--- src/hdl/way_partitioned_lru_replacement_defines.svh ---
// Assertion macros for the way-partitioned LRU replacement block
`ifndef WAY_PARTITIONED_LRU_REPLACEMENT_DEFINES_SVH
`define WAY_PARTITIONED_LRU_REPLACEMENT_DEFINES_SVH
// property checked on every rising clock edge outside reset
`define WPL_ASSERT(label, clk, rst_n, prop, msg) \
	label: assert property (@(posedge clk) disable iff (!rst_n) prop) else $error(msg);
// same-cycle implication from a condition to a consequence
`define WPL_ASSERT_IMP(label, clk, rst_n, ante, cons, msg) \
	label: assert property (@(posedge clk) disable iff (!rst_n) (ante) |-> (cons)) \
		else $error(msg);
`endif

--- src/hdl/wplru_pkg.sv ---
// Shared types and constants for the way-partitioned LRU replacement block
package wplru_pkg;
	localparam int NUM_SETS_DEF  = 2048;
	localparam int NUM_WAYS_DEF  = 16;
	localparam int NUM_CORES_DEF = 8;
	localparam int SET_W   = 11;
	localparam int WAY_W   = 4;
	localparam int CORE_W  = 3;
	localparam int QUOTA_W = 5;
	localparam int QUOTAS_W = 40;
	localparam logic [QUOTAS_W-1:0] QUOTAS_RST = 40'd47;
	localparam logic [1:0] REG_PART   = 2'd0;
	localparam logic [1:0] REG_QUOTAS = 2'd1;
	localparam logic CMD_FIND   = 1'b0;
	localparam logic CMD_UPDATE = 1'b1;

	typedef struct packed {
		logic              command;
		logic [SET_W-1:0]  set_index;
		logic [WAY_W-1:0]  way_index;
		logic [CORE_W-1:0] core_id;
		logic              is_writeback;
		logic              was_hit;
	} in_item_t;

	typedef struct packed {
		logic [WAY_W-1:0] victim_way;
		logic             no_victim;
	} out_item_t;
endpackage

--- src/hdl/wplru_front.sv ---
// Front end: accepts items, screens updates, holds a two-entry queue
module wplru_front #(
	parameter int NUM_WAYS  = wplru_pkg::NUM_WAYS_DEF,
	parameter int NUM_CORES = wplru_pkg::NUM_CORES_DEF
) (
	input  logic                clk,
	input  logic                arst_n,
	input  logic                in_valid,
	output logic                in_ready,
	input  wplru_pkg::in_item_t in_item,
	output logic                q_valid,
	input  logic                q_ready,
	output wplru_pkg::in_item_t q_item,
	output logic                q_skip
);
	`include "way_partitioned_lru_replacement_defines.svh"
	wplru_pkg::in_item_t item_q [2];
	logic skip_q [2];
	logic rd_q, wr_q;
	logic [1:0] cnt_q;
	logic push, pop, skip;

	assign in_ready = (cnt_q != 2'd2);
	assign push = in_valid && in_ready;
	assign pop = q_valid && q_ready;
	assign q_valid = (cnt_q != 2'd0);
	assign q_item = item_q[rd_q];
	assign q_skip = skip_q[rd_q];
	assign skip = (in_item.command == wplru_pkg::CMD_UPDATE) &&
		((32'(in_item.way_index) >= NUM_WAYS) || (32'(in_item.core_id) >= NUM_CORES) ||
		(in_item.is_writeback && in_item.was_hit));

	always_ff @(posedge clk or negedge arst_n) begin
		if (!arst_n) begin
			rd_q <= 1'b0;
			wr_q <= 1'b0;
			cnt_q <= 2'd0;
		end else begin
			if (push) wr_q <= !wr_q;
			if (pop) rd_q <= !rd_q;
			cnt_q <= cnt_q + {1'b0, push} - {1'b0, pop};
		end
	end

	always_ff @(posedge clk) begin
		if (push) begin
			item_q[wr_q] <= in_item;
			skip_q[wr_q] <= skip;
		end
	end

	`WPL_ASSERT(a_cnt_max, clk, arst_n, cnt_q <= 2'd2, "queue overflow")
	`WPL_ASSERT(a_full_stall, clk, arst_n, (cnt_q == 2'd2) |-> !in_ready, "full queue takes item")
	`WPL_ASSERT(a_empty, clk, arst_n, (cnt_q == 2'd0) |=> !$past(pop), "pop from empty")
endmodule

--- config.mk ---
export PLATFORM = sky130hd
export DESIGN_NAME = wplru_front
export DESIGN_NICKNAME = d
export VERILOG_FILES = /design/src/hdl/wplru_pkg.sv /design/src/hdl/wplru_front.sv
export VERILOG_INCLUDE_DIRS = /design/src /design/src/hdl
export SDC_FILE = /design/constraint.sdc
export NUM_CORES = 1
export LEC_CHECK = 0
export ABC_CLOCK_PERIOD_IN_PS = 2700
export BUFFER_PORTS_ARGS = -buffer_cell sky130_fd_sc_hd__buf_2
export CORE_ASPECT_RATIO = 0.75
export CORE_UTILIZATION = 45
export DETAILED_ROUTE_END_ITERATION = 8
export GPL_TIMING_DRIVEN = 0
export PLACE_DENSITY = 0.8
export REMOVE_ABC_BUFFERS = 1
export SLEW_MARGIN = 15
export SYNTH_ARGS = -nofsm -noshare
export SYNTH_HDL_FRONTEND = slang
export SYNTH_SLANG_ARGS = --single-unit
--- constraint.sdc ---
create_clock -name clk -period 2.7 [get_ports clk]
set_clock_uncertainty 0.1 [all_clocks]
set_input_delay 0.135 -clock clk [delete_from_list [all_inputs] [get_ports clk]]
set_output_delay 0.135 -clock clk [all_outputs]
set_load 0.1 [all_outputs]
==> impl_metrics.env <==
export IMPL_chipHeight_microns=57.1
export IMPL_yosysTopAreaCellShare_pct=72.6
export IMPL_met3_length_microns=164
export IMPL_dpl_worst_slack_ns=0.748
export IMPL_final_setup_worst_slack_ns=0.451
export IMPL_ys_ff_latch=48
export IMPL_mappedNetlistArea_sq_um=1820
export IMPL_clock_sinks=48
export IMPL_core_sq_um=3760
export IMPL_start_util_pct=48.4
export IMPL_route_vias_total=1068
export IMPL_dp_final_hpwl_mm=1.99
export IMPL_cts_inserted_buffers=5
export IMPL_area_growth_syn_to_layout_pct=34.8
export IMPL_synth_ff_type="edfxtp_1"
export IMPL_grt_use_total_pct=15.9
export IMPL_holdCritStartpoint="q_ready"
export IMPL_cts_repair_timing_setup_buffer_count=0
export IMPL_post_synth_main_area_contributors="edfxtp_1 73%, mux2_2 14%, dfrtp_1 5.5%"
export IMPL_share_of_the_yosys_chip_area_belonging_to_registers_pct=78.1
export IMPL_hold_violations=0
export IMPL_critPathRequiredTime_ns=2.47
export IMPL_rr_worst_depth=4
export IMPL_worst_pin_slew_ns=0.947
export IMPL_detail_route_vias_per_cell=4.85
export IMPL_grt_setup_unrepaired="no"
export IMPL_postRouteWirelength_mm=3.12
export IMPL_final_min_period_over_clock_period_pct=83.3
export IMPL_worst_ep_arrival_time_ns=2.01
export IMPL_cts_root_to_sink_buffers=2
export IMPL_yosys_top_cells_count="44 x edfxtp_1, 22 x mux2_2, 4 x dfrtp_1"
export IMPL_reg2reg_to="item_q[0][3]"
export IMPL_route_top_layer_used="met4"
export IMPL_grt_first_pass_wirelength_mm=4.79
export IMPL_run_status="finished clean"
export IMPL_clock_tree_htree_level_count=2
export IMPL_synth_edf_count=44
export IMPL_r2r_setup_slack_ns=0.92
export IMPL_fp_row_count=19
export IMPL_timing_worst_setup_path_type="reg -> out"
export IMPL_cts_root_buffer="clkbuf_8"
export IMPL_tritoncts="yes"
export IMPL_maxClockFrequency_mhz=445
export IMPL_grt_pass1_vias=1058
export IMPL_whs_endpoint="rd_q"
export IMPL_synth_async_reset_ratio_pct=8.33
export IMPL_postSynthAreaPerCell_sq_um=20.0
export IMPL_setup_worst_path_end_class="primary output"
export IMPL_num_nets_final=193
export IMPL_portBuffers=48
export IMPL_worstSetupStartpointType="register"
export IMPL_fp_dieW_microns=75.4
export IMPL_die_area_sq_um=4300
export IMPL_dpl_instance_area_sq_um=2130
export IMPL_drtAntennaViolNets=0
export IMPL_timing_max_slew_rel_slack_pct=36.9
export IMPL_grt_max_degree=24
export IMPL_rr_startpoint="cnt_q[0]"
export IMPL_design_area_sq_um=2450
export IMPL_number_of_warning_messages_in_the_yosys_log=0
export IMPL_worst_skew_pair_late_latency_ns=0.29
export IMPL_slew_viol_final=0
export IMPL_report_final_setup_viol=0
export IMPL_detail_route_first_pass_iterations=4
export IMPL_grt_antenna_before_repair=0
export IMPL_drt_drc_violations_left=0
export IMPL_num_antenna_cells=0
export IMPL_drt_met1_wl_mm=1.26
export IMPL_detailroute_wirelength_met2_mm=1.62
export IMPL_num_io_pins=49
export IMPL_post_route_cells_drive_above_1_share_pct=50.0
export IMPL_drtIter0Drc=42
export IMPL_number_of_maximum_capacitance_violations=0
export IMPL_yosys_area_top_type="edfxtp_1"
export IMPL_yosys_cell_count_top_type="edfxtp_1"
export IMPL_post_drt_wl_per_cell_microns=14.2
export IMPL_synthesis_instances=91
export IMPL_gpl_final_weighted_congestion=0.673
export IMPL_hold_path_class="in -> reg"
export IMPL_min_delay_path_depth=3
export IMPL_global_route_overflow_total=0
export IMPL_netlist_cell_type_count=18
export IMPL_finalWorstPathRequiredPeriod_ns=2.25
export IMPL_clk_pin_slew_worst_paths_ns=0.08
export IMPL_worst_path_max_fanout=23
-- worst max path at each step --
stage,startpoint,endpoint,slack [ns],depth (start not counted)
floorplan,cnt_q[0],item_q[0][0],-0.21,3
global placement,cnt_q[0],item_q[0][13],0.13,3
detailed placement,rd_q,q_item[5],0.75,2
CTS,rd_q,q_item[14],0.42,2
global route,rd_q,q_item[5],0.31,2
finish,rd_q,q_item[5],0.45,2
-- area by class of cell --
cell class | instances | area (sq um)
Fill cell | 285 | 1300
Tap cell | 52 | 65.1
Clock buffer | 8 | 100
Sequential cell | 48 | 1420
Multi-Input combinational cell | 41 | 390
Timing Repair Buffer | 71 | 475
-- timing repair --
action | in CTS | in global routing
resized for setup | 0 | 0
hold buffers | 22 | 0
endpoints found under the hold margin | 46 | 0
-- registers in the layout, summed over array words and instances (netlist names) --
signal / flops
cnt_q: 2
item_q: 42
rd_q: 1
skip_q: 2
wr_q: 1
-- cell families (layout without fill, tap and decap cells) --
group / count (synthesis) / after routing / share of synthesized area (%)
AOI/OAI and AO/OA: 3 / 3 / 1.65
xor gates and xnor gates: 3 / 3 / 1.44
adders and majority gates: 1 / 1 / 0.688
buffers and inverters: 2 / 79 / 0.550
DFF: 48 / 48 / 78.1
muxes: 22 / 22 / 13.6
and+or+nand+nor: 12 / 12 / 3.92
-- cell usage in the layout, fill, tap and decap left out --
cell type | synthesis | routed
ha_1 | 1 | 1
dlygate4sd3_1 | 0 | 22
and4bb_1 | 1 | 1
dfrtp_1 | 4 | 4
xnor2_1 | 3 | 3
a311oi_2 | 1 | 1
or2_2 | 1 | 1
mux2_2 | 22 | 22
buf_2 | 2 | 48
edfxtp_1 | 44 | 44
nand2b_1 | 1 | 1
clkbuf_8 | 0 | 7
clkbuf_1 | 0 | 1
and3_2 | 1 | 1
o21ai_0 | 1 | 1
nor2_2 | 0 | 1
and2b_2 | 1 | 1
and3_1 | 1 | 1
nand2_1 | 2 | 2
nand3_1 | 1 | 1
o21ba_2 | 1 | 1
buf_8 | 0 | 1
nor2_1 | 3 | 2
-- metrics by stage --
step / std cells / utilization, % / hold slack, ns / setup TNS (ns)
2_1_floorplan: 89 / - / -0.261 / -4.68
3_3_place_gp: 189 / 56.3 / -0.159 / 0
3_5_place_dp: 190 / 56.8 / -0.158 / 0
4_1_cts: 220 / 65.3 / 0.0268 / 0
5_1_grt: 220 / 65.3 / 0.0330 / 0
6_report: 220 / 65.3 / 0.0400 / 0
-- critical path: stages (launching register included) --
cell     delay (ns)
dfrtp_1        0.96
mux2_2         0.32
buf_2          0.43
-- metal layers --
layer  up-vias  GRT usage, %
met5         -             0
met4         0          7.41
met3        10          4.95
met2        36          26.8
met1       520          18.5
li1        502             -
Power is left out: the tool's default activity adds up to more than one toggle a clock period on the data nets, which glitch-free logic cannot reach.
